`src/sv/sensor_packet_filter_decode_defines.svh`:
```
// ----------------------------------------------------------------------------
// sensor packet filter decode assertion macros
// concurrent checks on clk, disabled while rst_n is low
// ----------------------------------------------------------------------------
`ifndef SENSOR_PACKET_FILTER_DECODE_DEFINES_SVH
`define SENSOR_PACKET_FILTER_DECODE_DEFINES_SVH

`ifndef NO_ASSERTIONS
// same-cycle implication
`define SPFD_ASSERT_IMP(lbl, ante, cons, msg) \
  lbl: assert property (@(posedge clk) disable iff (!rst_n) (ante) |-> (cons)) \
    else $error(msg);
// next-cycle implication
`define SPFD_ASSERT_NXT(lbl, ante, cons, msg) \
  lbl: assert property (@(posedge clk) disable iff (!rst_n) (ante) |=> (cons)) \
    else $error(msg);
`else
`define SPFD_ASSERT_IMP(lbl, ante, cons, msg)
`define SPFD_ASSERT_NXT(lbl, ante, cons, msg)
`endif

`endif

```
`src/sv/spfd_pkg.sv`:
```
// ----------------------------------------------------------------------------
// spfd_pkg
// shared types, constants and helpers of the packet filter and decoder
// ----------------------------------------------------------------------------
package spfd_pkg;

  // default number of channel offset entries
  localparam int CHANNEL_COUNT_DEF = 4;

  // register indexes of the configuration port
  localparam logic REG_WANTED_TX = 1'b0;

  // offsets loaded at reset for channels 0..3
  localparam logic [7:0] OFFSET_SEED [4] = '{8'hCE, 8'hD5, 8'hE6, 8'hE5};

  // id that never matches a normalized sequence id
  localparam logic [6:0] SEQ_NONE = 7'd64;

  // dbm conversion offset
  localparam logic signed [8:0] DBM_OFFSET = 9'sd73;

  // packet status codes
  typedef enum logic [1:0] {
    ST_CRC_FAIL  = 2'd0,
    ST_OTHER_TX  = 2'd1,
    ST_DUPLICATE = 2'd2,
    ST_ACCEPTED  = 2'd3
  } status_t;

  // reverse the bit order of a byte
  function automatic logic [7:0] flip8(input logic [7:0] b);
    logic [7:0] r;
    for (int k = 0; k < 8; k++) begin
      r[7 - k] = b[k];
    end
    return r;
  endfunction

endpackage

```
`src/sv/sensor_packet_filter_decode.sv`:
```
// an accepted item reaches out_* through the input register, then the result register
// throughput: one item per cycle unless out_stall holds the output; per-channel
//   offset and last id update in the same cycle the item enters the result register
// reset (rst_n low, synchronous): pipeline empties, offsets reload CE D5 E6 E5,
//   last id returns to none, wanted transmitter returns to zero (any)
// ----------------------------------------------------------------------------
// sensor_packet_filter_decode
// filters received radio packets by crc, transmitter and repeat id, tracks the
// frequency offset of each channel and decodes readings and signal strength
// ----------------------------------------------------------------------------
`include "sensor_packet_filter_decode_defines.svh"

module sensor_packet_filter_decode
  import spfd_pkg::*;
#(
  parameter int CHANNEL_COUNT = CHANNEL_COUNT_DEF
) (
  input  logic               clk,
  input  logic               rst_n,
  // input channel
  input  logic               in_valid,
  output logic               in_stall,
  input  logic [1:0]         in_channel,
  input  logic               in_crc_ok,
  input  logic signed [7:0]  in_freq_estimate,
  input  logic [31:0]        in_source_address,
  input  logic [7:0]         in_sequence_byte,
  input  logic [15:0]        in_raw_code,
  input  logic [15:0]        in_filtered_code,
  input  logic [7:0]         in_battery_level,
  input  logic signed [7:0]  in_signal_raw,
  // result channel
  output logic               out_valid,
  input  logic               out_stall,
  output logic [1:0]         out_status,
  output logic [7:0]         out_channel_offset,
  output logic [19:0]        out_raw_value,
  output logic [20:0]        out_filtered_value,
  output logic [7:0]         out_battery_out,
  output logic signed [8:0]  out_signal_dbm,
  output logic [5:0]         out_sequence_id,
  // configuration port
  input  logic               cfg_psel,
  input  logic               cfg_penable,
  input  logic               cfg_pwrite,
  input  logic [2:0]         cfg_paddr,
  input  logic [31:0]        cfg_pwdata,
  output logic [31:0]        cfg_prdata,
  output logic               cfg_pready
);

  // input register
  logic               s1_valid_r;
  logic [1:0]         s1_channel_r;
  logic               s1_crc_ok_r;
  logic [7:0]         s1_freq_r;
  logic [31:0]        s1_source_r;
  logic [7:0]         s1_seq_r;
  logic [15:0]        s1_raw_code_r;
  logic [15:0]        s1_fil_code_r;
  logic [7:0]         s1_battery_r;
  logic signed [7:0]  s1_signal_r;

  // state
  logic [7:0]         offset_r [CHANNEL_COUNT];
  logic [6:0]         last_seq_r;
  logic [31:0]        wanted_tx_r;

  // result register
  logic               out_valid_r;
  status_t            out_status_r;
  logic [7:0]         out_offset_r;
  logic [19:0]        out_raw_r;
  logic [20:0]        out_fil_r;
  logic [7:0]         out_battery_r;
  logic signed [8:0]  out_dbm_r;
  logic [5:0]         out_seq_id_r;

  // per-item combinational results
  logic               advance;
  logic               in_take;
  logic               upd;
  logic               ch_ok;
  logic [7:0]         offset_cur;
  logic [7:0]         offset_sum;
  logic [7:0]         seq_diff;
  logic [5:0]         seq_id;
  logic               tx_match;
  status_t            status_c;
  logic [7:0]         offset_res;
  logic signed [8:0]  sig_ext;
  logic signed [8:0]  sig_half;
  logic signed [8:0]  dbm_c;
  logic [19:0]        raw_dec;
  logic [20:0]        fil_dec;
  logic               cfg_wr;

  // handshake: result register frees when empty or taken
  assign advance  = !out_valid_r || !out_stall;
  assign in_stall = s1_valid_r && !advance;
  assign in_take  = in_valid && !in_stall;
  assign upd      = s1_valid_r && advance;

  // input register
  always_ff @(posedge clk) begin
    if (!rst_n) begin
      s1_valid_r <= 1'b0;
    end else if (!in_stall) begin
      s1_valid_r <= in_valid;
    end
    if (in_take) begin
      s1_channel_r  <= in_channel;
      s1_crc_ok_r   <= in_crc_ok;
      s1_freq_r     <= in_freq_estimate;
      s1_source_r   <= in_source_address;
      s1_seq_r      <= in_sequence_byte;
      s1_raw_code_r <= in_raw_code;
      s1_fil_code_r <= in_filtered_code;
      s1_battery_r  <= in_battery_level;
      s1_signal_r   <= in_signal_raw;
    end
  end

  // channel lookup
  assign ch_ok = {3'd0, s1_channel_r} < 5'(CHANNEL_COUNT);

  always_comb begin
    offset_cur = '0;
    for (int i = 0; i < CHANNEL_COUNT; i++) begin
      if (5'(i) == {3'd0, s1_channel_r}) begin
        offset_cur = offset_r[i];
      end
    end
  end

  assign offset_sum = offset_cur + s1_freq_r;

  // sequence id normalization
  assign seq_diff = s1_seq_r - {6'd0, s1_channel_r};
  assign seq_id   = seq_diff[7:2];

  assign tx_match = (wanted_tx_r == '0) || (s1_source_r == wanted_tx_r);

  // packet status and reported offset
  always_comb begin
    status_c   = ST_CRC_FAIL;
    offset_res = '0;
    if (ch_ok) begin
      offset_res = s1_crc_ok_r ? offset_sum : offset_cur;
      priority if (!s1_crc_ok_r) begin
        status_c = ST_CRC_FAIL;
      end else if (!tx_match) begin
        status_c = ST_OTHER_TX;
      end else if ({1'b0, seq_id} == last_seq_r) begin
        status_c = ST_DUPLICATE;
      end else begin
        status_c = ST_ACCEPTED;
      end
    end
  end

  // signal strength: halve toward zero, then subtract the offset
  assign sig_ext  = {s1_signal_r[7], s1_signal_r};
  assign sig_half = (sig_ext + $signed({8'd0, s1_signal_r[7]})) >>> 1;
  assign dbm_c    = sig_half - DBM_OFFSET;

  // reading decode
  spfd_unpack u_unpack (
    .raw_code       (s1_raw_code_r),
    .filtered_code  (s1_fil_code_r),
    .raw_value      (raw_dec),
    .filtered_value (fil_dec)
  );

  // channel offsets
  always_ff @(posedge clk) begin
    if (!rst_n) begin
      for (int i = 0; i < CHANNEL_COUNT; i++) begin
        offset_r[i] <= (i < 4) ? OFFSET_SEED[i[1:0]] : 8'd0;
      end
    end else if (upd && ch_ok && s1_crc_ok_r) begin
      for (int i = 0; i < CHANNEL_COUNT; i++) begin
        if (5'(i) == {3'd0, s1_channel_r}) begin
          offset_r[i] <= offset_sum;
        end
      end
    end
  end

  // last accepted id
  always_ff @(posedge clk) begin
    if (!rst_n) begin
      last_seq_r <= SEQ_NONE;
    end else if (upd && status_c == ST_ACCEPTED) begin
      last_seq_r <= {1'b0, seq_id};
    end
  end

  // result register
  always_ff @(posedge clk) begin
    if (!rst_n) begin
      out_valid_r <= 1'b0;
    end else if (advance) begin
      out_valid_r <= s1_valid_r;
    end
    if (upd) begin
      out_status_r  <= status_c;
      out_offset_r  <= offset_res;
      out_raw_r     <= raw_dec;
      out_fil_r     <= fil_dec;
      out_battery_r <= s1_battery_r;
      out_dbm_r     <= dbm_c;
      out_seq_id_r  <= seq_id;
    end
  end

  assign out_valid          = out_valid_r;
  assign out_status         = out_status_r;
  assign out_channel_offset = out_offset_r;
  assign out_raw_value      = out_raw_r;
  assign out_filtered_value = out_fil_r;
  assign out_battery_out    = out_battery_r;
  assign out_signal_dbm     = out_dbm_r;
  assign out_sequence_id    = out_seq_id_r;

  // configuration register
  assign cfg_pready = 1'b1;
  assign cfg_wr     = cfg_psel && cfg_penable && cfg_pwrite;

  always_ff @(posedge clk) begin
    if (!rst_n) begin
      wanted_tx_r <= '0;
    end else if (cfg_wr && cfg_paddr[2] == REG_WANTED_TX) begin
      wanted_tx_r <= cfg_pwdata;
    end
  end

  assign cfg_prdata = (cfg_paddr[2] == REG_WANTED_TX) ? wanted_tx_r : 32'd0;

  // checks
  `SPFD_ASSERT_NXT(a_accept_sets_last, upd && status_c == ST_ACCEPTED,
    last_seq_r == {1'b0, $past(seq_id)}, "accepted id not stored")
  `SPFD_ASSERT_NXT(a_reject_keeps_last, upd && status_c != ST_ACCEPTED,
    $stable(last_seq_r), "last id changed on a rejected item")
  `SPFD_ASSERT_IMP(a_result_matches_last,
    out_valid_r && (out_status_r == ST_DUPLICATE || out_status_r == ST_ACCEPTED),
    last_seq_r == {1'b0, out_seq_id_r}, "pending result disagrees with last id")
  `SPFD_ASSERT_NXT(a_held_item_kept, s1_valid_r && !advance, s1_valid_r,
    "held input item lost")

endmodule

```
`src/sv/spfd_unpack.sv`:
```
// ----------------------------------------------------------------------------
// spfd_unpack
// decodes the two packed readings: byte-wise bit reversal, then a 13-bit
// mantissa shifted left by a 3-bit exponent; filtered reading doubled
// ----------------------------------------------------------------------------
module spfd_unpack
  import spfd_pkg::*;
(
  input  logic [15:0] raw_code,
  input  logic [15:0] filtered_code,
  output logic [19:0] raw_value,
  output logic [20:0] filtered_value
);

  logic [15:0] raw_flip;
  logic [15:0] fil_flip;
  logic [19:0] fil_dec;

  // undo the bit order inside each byte
  assign raw_flip = {flip8(raw_code[15:8]), flip8(raw_code[7:0])};
  assign fil_flip = {flip8(filtered_code[15:8]), flip8(filtered_code[7:0])};

  // mantissa scaled by exponent
  assign raw_value = {7'd0, raw_flip[12:0]} << raw_flip[15:13];
  assign fil_dec   = {7'd0, fil_flip[12:0]} << fil_flip[15:13];

  // filtered reading is reported doubled
  assign filtered_value = {fil_dec, 1'b0};

endmodule
```
`config.mk`:
```
export PLATFORM = sky130hd
export DESIGN_NAME = sensor_packet_filter_decode
export DESIGN_NICKNAME = d
export VERILOG_FILES = /design/src/sv/spfd_pkg.sv /design/src/sv/sensor_packet_filter_decode.sv /design/src/sv/spfd_unpack.sv
export VERILOG_INCLUDE_DIRS = /design/src /design/src/sv
export SDC_FILE = /design/constraint.sdc
export NUM_CORES = 1
export LEC_CHECK = 0
export ABC_AREA = 1
export BUFFER_PORTS_ARGS = -buffer_cell sky130_fd_sc_hd__buf_2
export CORE_MARGIN = 2
export CORE_UTILIZATION = 40
export DETAILED_ROUTE_END_ITERATION = 7
export PLACE_DENSITY = 0.6
export SYNTH_ARGS = -nofsm -noshare
export SYNTH_HDL_FRONTEND = slang
export SYNTH_SLANG_ARGS = --single-unit
```
`constraint.sdc`:
```
create_clock -name clk -period 9.1 [get_ports clk]
set_input_delay 0.91 -clock clk [delete_from_list [all_inputs] [get_ports clk]]
set_output_delay 0.91 -clock clk [all_outputs]
set_load 0.02 [all_outputs]
```
# == After elaboration in Yosys (flattened, before gate mapping) ==
# Memories as Yosys holds them, arrays and structs flattened.
# Cells that the tools add are included.
# totals
word_cells,84
mem_count,1
output_inout_bits,109
ram_bits,32
ff_bits,213
# classes
add_sub_neg,4
n_reduce_logical,16
bitwise,5
shift,2
n_eq_ne,6
muxes,30
# mem_list
memory,words,width,read_ports,rd_ports_with_merged_regs,write_ports,line,rtl
offset_r,4,8,4,0,4,sensor_packet_filter_decode.sv:65,logic [7:0] offset_r [CHANNEL_COUNT];
# ops
operator,n
two-way mux 8 bit,9
<< shifter 13 x 3 -> 20 bit,2
== test 32 bit,1
zero test 32 bit,1
two-way mux 32 bit,1
two-way mux 1 bit,18
adder 8 x 2 -> 9 bit,1
subtractor 8 x 8 -> 9 bit (second input constant),1
adder 8 bit,1
logical AND 1 bit,8
subtractor 8 x 2 -> 8 bit,1
== test 6 x 7 -> 1 bit,1
== test 2 bit (first input constant),2
zero test 1 bit,4
two-way mux 2 bit,2
bitwise OR 1 bit,4
== test 1 x 2 -> 1 bit (first input constant),1
== test 2 bit (second input constant),1
zero test 2 bit,1
logical OR 1 bit,2
inverter 1 bit,1

# == Longest topological paths before layout ==
# Gate-level depths: netlist (run 1).
# depth
word_depth,8
depth_mapped,16
depth_no_buf,14

# == Modules after synthesis ==
# Synthesis (run 1) repeated with hierarchy kept, for this count alone.
# hier_totals
hier_cells,1012
hier_area_um2,10696.5
# modules_own_cells
module,cells_per_inst,area_each_um2,n_inst
sensor_packet_filter_decode,784,9656.8,1
spfd_unpack,228,1039.7,1

# == Least setup slack after synthesis (run 1) ==
# OpenSTA, ideal clock, no wires.
# synth_path
path_type,input-to-reg
startpoint,in out_stall
endpoint,"mem offset_r[0][0], enable pin"
slack_ns,2.485
path_buffers,0
cell_stages,3
setup_ns,0.385
arrival_ns,6.230
required_ns,8.715
cell_sequence,a21oi_1 > nand2_1 > o21ai_0
# synth_rtl
element,line,rtl
"start, declared",sensor_packet_filter_decode.sv:34,"input logic out_stall,"
"end, declared",sensor_packet_filter_decode.sv:65,

# == Final worst setup path (run 1) ==
# layout_path
startpoint,reg s1_channel_r[0]
endpoint,"reg out_offset_r[5], in the netlist out_channel_offset[5], data pin"
# layout_via
elab_chain_cells,7
word_cells_on_any_way,10
cone_classes,1 x add/sub; 3 x eq/ne; 5 x mux; 1 x reduce/logical
# layout_lines
element,line,rtl
"start, declared",sensor_packet_filter_decode.sv:54,logic [1:0] s1_channel_r;
"start signal, assigned",sensor_packet_filter_decode.sv:112,s1_channel_r <= in_channel;
zero test 2 bit,sensor_packet_filter_decode.sv:130,"if (5'(i) == {3'd0, s1_channel_r}) begin"
two-way mux 8 bit (3 in series),sensor_packet_filter_decode.sv:130,
two-way mux 8 bit (*),sensor_packet_filter_decode.sv:130,
adder 8 bit,sensor_packet_filter_decode.sv:136,assign offset_sum = offset_cur + s1_freq_r;
two-way mux 8 bit (*),sensor_packet_filter_decode.sv:149,offset_res = s1_crc_ok_r ? offset_sum : offset_cur;
named net offset_res[5],sensor_packet_filter_decode.sv:90,logic [7:0] offset_res;
"end signal, assigned",sensor_packet_filter_decode.sv:208,out_offset_r <= offset_res;
"end, declared",sensor_packet_filter_decode.sv:72,logic [7:0] out_offset_r;
# Mark *: on every way through the listed nets, which the timed path passes. The rest lies on a longest branch.
# A chain may end at the register's enable or synchronous reset.

==> results of run 1 <==
==> final cells by class <==
type	count	area (sq um)	area share [%]
flip-flops and latches	245	6950	53.2
multi-input cells	615	3210	24.6
repair buffers	248	1250	9.56
clock buffers	38	797	6.11
well taps	335	419	3.21
inverters	89	337	2.58
clock inverters	12	90.1	0.690
diodes	3	7.51	0.0575
==> per-stage QoR <==
stage / util [%] / setup slack (ps) / power (mW)
finish: 50.0 / 5410 / 2.67
global route: 50.0 / 5200 / 2.78
CTS: 49.9 / 5440 / 2.70
detailed placement: 46.5 / 5470 / 1.62
global placement: 46.5 / 5490 / 1.62
floorplan: - / 2480 / 1.52
==> cell families after synthesis <==
group | after synthesis
buf+inv | 130
flops | 245
other cells | 2
mux | 11
simple gates | 398
xor+xnor | 46
compound gates | 147
fa+ha+maj | 11
==> registers in the layout (all words and copies together) (netlist names), 9 cells and up <==
name / count
out_raw_value: 20
out_signal_dbm: 9
offset_r: 32
out_filtered_value: 20
s1_source_r: 32
s1_raw_code_r: 16
s1_fil_code_r: 16
wanted_tx_r: 32
==> routing by layer <==
metal	up-vias	routed length (um)	GRT usage [%]
li1	3850	-	-
met1	3551	10400	21.9
met2	219	11300	28.5
met3	42	1300	2.81
met4	0	610	5.60
met5	-	0	0
==> worst max-delay path, cell delays in order, from the launching register on <==
cell and delay [ps]:
edfxtp_1 770, inv_1 310, nand2_1 200, o22ai_1 120
o21ai_0 330, ha_1 350, a21oi_1 150, nand2_1 100
a21oi_1 150, nor2_1 60, nor2_1 120, xor2_1 540
o21ai_0 190
==> placed cells by master, fill, tap and decap left out, types with 2 or more instances in the layout <==
master / instances
a21oi_1: 46
a31oi_1: 4
buf_2: 245
buf_4: 3
clkbuf_1: 3
clkbuf_16: 27
clkbuf_8: 8
clkinv_1: 2
clkinv_2: 8
conb_1: 2
dfxtp_1: 41
diode_2: 3
edfxtp_1: 204
ha_1: 10
inv_1: 83
inv_2: 4
mux2i_1: 11
nand2_1: 194
nand2_2: 5
nand2_4: 6
nand3_1: 54
nand3_2: 8
nand3b_1: 3
nand4_1: 17
nand4_2: 2
nor2_1: 98
nor2_2: 2
nor3_1: 6
o21ai_0: 93
o22ai_1: 2
xnor2_1: 36
xor2_1: 10
==> power groups by stage <==
stage	sequential [mW]	clock (mW)	combinational [mW]
floorplan	1.35	0	0.169
global placement	1.34	0	0.283
detailed placement	1.34	0	0.286
CTS	1.31	1.10	0.286
global route	1.32	1.14	0.317
finish	1.31	1.07	0.283
==> worst paths after layout <==
path | from | endpoint | slack [ps] | cells past startpoint
worst min register to register | s1_battery_r[0] | out_battery_out[0] | 420 | 0
worst max register to register | s1_channel_r[0] | out_channel_offset[5] | 5410 | 12
worst max-delay path | s1_channel_r[0] | out_channel_offset[5] | 5410 | 12
worst min-delay path | s1_battery_r[0] | out_battery_out[0] | 420 | 0
==> impl_metrics.yaml, run 1 <==
sta:
  relSlewSlack_pct: 19.1
  fmax_mhz: 271
  tightest_slew_ps: 1200
  drv_slew: 0
  tns_ps: 0
  post-route-period-util_pct: 40.5
  setup_viol: 0
  finalHoldViolCount: 0
  whs_ps: 420
  fin_worst_skew_ps: 14.8
  min_period_ps: 3690
  grt_setup_unrepaired: "false"
floorplanning:
  die_h_um: 167
  die_w_um: 167
  io_pins: 250
  rows: 59
  coreArea_sq_um: 26100
  die-area_sq_um: 28000
  initial_core_util_pct: 40.9
synthesis:
  yosysTopAreaCell: "edfxtp_1"
  async_flop_share_pct: 0
  ys_ff_latch: 245
  synth_top_family_by_area: "simple AND/OR/NAND/NOR gates"
  syn_inst: 990
  yosys.area_share.xor_xnor_pct: 3.77
  netlist_top_cells_count: "204 x edfxtp_1, 194 x nand2_1, 98 x nor2_1"
  yosys.area_share.simple_pct: 16.7
  yosysWarningCount: 0
  ys_seq_area_share_pct: 65.1
  synth-compound-area-share_pct: 7.00
  synth_nets: 1142
  syn-cell-area_sq_um: 10700
  synth_top_cell_area_share_pct: 57.4
  synth_edf_count: 204
  synth.most_common_cell: "edfxtp_1"
  synth_fa_ha_area_share_pct: 1.36
  avgSynthCellArea_sq_um: 10.8
  synth.area.mux_share_pct: 1.03
  ys_top_cells_by_area: "edfxtp_1 57%, dfxtp_1 7.7%, nand2_1 6.8%"
  ys.flop_type: "edfxtp_1"
  synth.distinct_cells: 37
clocking:
  cts.repair.resized: 0
  clkSinkCount: 245
  htree_levels: 1
  cts_buffers: 27
  cts-root-buf: "clkbuf_16"
  tritoncts: "yes"
  cts.path.max_buffers: 3
  post-cts-setup-buffers: 0
  clk_pin_slew_ps: 60
  insertion_delay_ps: 530
  ctsHoldBuffers: 0
critical_path:
  end_kind: "flop"
  cp-start-kind: "flop"
  required_ps: 9350
  arrival_ps: 3940
  critPathKind: "flop to flop"
  cp_max_fo: 19
pwr:
  internal-power_mw: 2.02
  seq_power_share_pct: 49.3
  switching_share_pct: 24.3
  powerDensity_nw_per_um2: 204
  combPwrFrac_pct: 10.6
  max-vdd-ir-drop_mv: 0.135
  p_leak_nw: 5.39
  clkPwrFrac_pct: 40.1
  p_sw_uw: 648
final_layout:
  fill_cells: 2455
  finalInstanceArea_sq_um: 13100
  layout.cells.non_filler: 1585
  finalNetCount: 1378
  syn2layout_area_growth_pct: 22.3
  drive_above_1_share_pct: 26.1
placed_design:
  placedInstanceArea_sq_um: 12200
  post-dp-hpwl_um: 16900
  gp_congestion: 0.847
  placed_cells: 1532
  io_buffers: 245
min_path:
  hp-class: "flop to flop"
run_status:
  status: "complete, but fails checks"
  violations: "DRC"
detailed_routing:
  initialDrtViolationCount: 546
  ant_nets: 0
  drcViolationCount: 15
  num_vias: 7662
  firstDrtPassIters: 7
  post_drt_wl_per_cell_um: 14.9
  wirelength_um: 23600
  avgViaCountPerCell: 4.83
run:
  max-cap-violations: 0
grt:
  grt_pass1_wl_um: 37800
  grt_start_max_net_pins: 74
  gr-total-overflow: 0
  grt_antenna_before_repair: 3
  track_usage_pct: 16.8
  grt_pass1_vias: 7431
Note: power is estimated with default switching activity, not from simulation.
==> inputs of run 2 (changes only) <==
--- a/config.mk
+++ b/config.mk
@@ -11,7 +11,7 @@
 export CORE_MARGIN = 2
 export CORE_UTILIZATION = 40
 export DETAILED_ROUTE_END_ITERATION = 7
-export PLACE_DENSITY = 0.6
+export PLACE_DENSITY = 0.63
 export SYNTH_ARGS = -nofsm -noshare
 export SYNTH_HDL_FRONTEND = slang
 export SYNTH_SLANG_ARGS = --single-unit
==> constraint.sdc (replaced) <==
create_clock -name clk -period 3.3 [get_ports clk]
set_input_delay 0.33 -clock clk [delete_from_list [all_inputs] [get_ports clk]]
set_output_delay 0.33 -clock clk [all_outputs]
set_load 0.02 [all_outputs]
==> run 2 against run 1 <==
  * The flow still finishes with violations (DRC)
  * Power rose to 2.8 times the previous value
  * Register-to-register slack worse by 5100 ps
  * Global-route usage is 0.74 points higher
  * Clock power grew to 2.8 times the previous value
  * Count of clock-buffer cells in the layout rose by 1
  * Clock skew decreased by 4.8 ps
  * Fmax increased by 25%
  * Sequential share of layout area down 4.2 points
  * Final cell count grew 7.1%
  * Critical path type unchanged
  * Largest cell class unchanged
  * Highest routed layer unchanged
==> impl_metrics.yaml, run 2 (synthesis results as in run 1) <==
run_status:
  status: "complete, but fails checks"
  violations: "DRC"
detailed_routing:
  drcViolationCount: 14
  ant_nets: 0
  wirelength_um: 25000
  num_vias: 8158
  initialDrtViolationCount: 546
  post_drt_wl_per_cell_um: 14.7
  firstDrtPassIters: 7
  avgViaCountPerCell: 4.80
floorplanning:
  coreArea_sq_um: 26100
  die-area_sq_um: 28000
  io_pins: 250
  die_w_um: 167
  rows: 59
  initial_core_util_pct: 40.9
  die_h_um: 167
min_path:
  hp-class: "input port to flop"
sta:
  fin_worst_skew_ps: 10.1
  setup_viol: 0
  tightest_slew_ps: 876
  min_period_ps: 2950
  finalHoldViolCount: 0
  setup_slack_ps: 349
  post-route-period-util_pct: 89.4
  grt_setup_unrepaired: "false"
  drv_slew: 0
  relSlewSlack_pct: 41.4
  tns_ps: 0
  fmax_mhz: 339
final_layout:
  drive_above_1_share_pct: 24.9
  finalNetCount: 1492
  finalInstanceArea_sq_um: 14200
  mostFrequentLayoutCells: "245 x buf_2, 204 x edfxtp_1, 194 x nand2_1"
  mostFrequentLayoutCell: "buf_2"
  reg.largest.list: "offset_r x32, s1_source_r x32, wanted_tx_r x32"
  syn2layout_area_growth_pct: 32.8
clocking:
  tritoncts: "yes"
  htree_levels: 1
  post-cts-setup-buffers: 0
  clk_pin_slew_ps: 60
  clkSinkCount: 245
  insertion_delay_ps: 540
  cts_buffers: 28
  cts.path.max_buffers: 3
  cts-root-buf: "clkbuf_16"
placed_design:
  post-dp-hpwl_um: 17500
  io_buffers: 245
  gp_congestion: 0.918
  placedInstanceArea_sq_um: 12300
  place_ws_ps: 330
grt:
  grt_start_max_net_pins: 65
  gr-total-overflow: 0
  track_usage_pct: 17.5
  grt_pass1_vias: 8054
  grt_pass1_wl_um: 39900
  grt_antenna_before_repair: 1
critical_path:
  critPathKind: "flop to flop"
  required_ps: 3570
  cp-start-kind: "flop"
  cp_max_fo: 8
  end_kind: "flop"
  arrival_ps: 3220
pwr:
  p_leak_nw: 5.88
  max-vdd-ir-drop_mv: 0.349
  powerDensity_nw_per_um2: 530
  finalPower_mw: 7.51
run:
  max-cap-violations: 0
-- run 2: changes by cell type in the layout (fill, tap and decap cells not counted), moves of 2 or more --
cell	before	now
diode_2	3	1
clkbuf_1	3	5
dlygate4sd3_1	0	99
clkbuf_8	8	6
buf_4	3	16
-- run 2: repair_timing --
| item | CTS | global route |
|---|---|---|
| endpoints found under the setup margin | 0 | 3 |
| gates resized for setup | 0 | 1 |
| hold buffers | 99 | 0 |
| hold endpoints to repair | 99 | 0 |
-- run 2: critical path, stage by stage (launching register included) --
cell and delay (ps):
edfxtp_1 380, inv_1 200, nor2_1 60, inv_1 170, o21ai_0 100, nand2_1 120, ha_1 190, inv_1 60
fa_1 400, o21ai_0 320, a21oi_1 110, nor2_1 110, nor2_1 60, xor2_1 190, buf_4 160, nand2_1 40
-- run 2: final timing paths --
check	from	slack (ps)	cells after the start	end
worst max-delay path	s1_channel_r[1]	350	15	offset_r[3][6]
worst min-delay path	cfg_pwdata[2]	70	3	wanted_tx_r[2]
worst max register to register	s1_channel_r[1]	350	15	offset_r[3][6]
worst min register to register	s1_battery_r[6]	420	0	out_battery_out[6]
-- run 2: per-layer routing --
metal | GRT usage (%) | vias to the layer above | share of wire (%)
met3 | 3.66 | 44 | 6.9
met5 | 0 | - | 0
met2 | 30.7 | 282 | 48
met4 | 5.63 | 0 | 2.4
met1 | 21.7 | 3759 | 42
li1 | - | 4073 | -
-- run 2: where the power goes --
part | internal (mW) | switching (mW) | total [mW]
logic | 0.368 | 0.537 | 0.905
registers | 3.54 | 0.0791 | 3.62
clock network | 1.77 | 1.22 | 2.99
total | 5.68 | 1.83 | 7.51
-- run 2: final cells by class --
cell class / count / area (sq um)
Fill cell: 2314 / 12000
Sequential cell: 245 / 6950
Multi-Input combinational cell: 615 / 3210
Timing Repair Buffer: 361 / 2360
Clock buffer: 39 / 802
Tap cell: 335 / 419
Inverter: 89 / 337
Clock inverter: 13 / 105
Antenna cell: 1 / 2.50
-- run 2: stage by stage --
step / util [%] / cells / hold slack [ps]
floorplan: - / 990 / 400
global placement: 47.0 / 1546 / 401
detailed placement: 47.0 / 1546 / 407
CTS: 54.2 / 1697 / 30.6
global route: 54.3 / 1698 / 68.1
finish: 54.3 / 1698 / 72.5
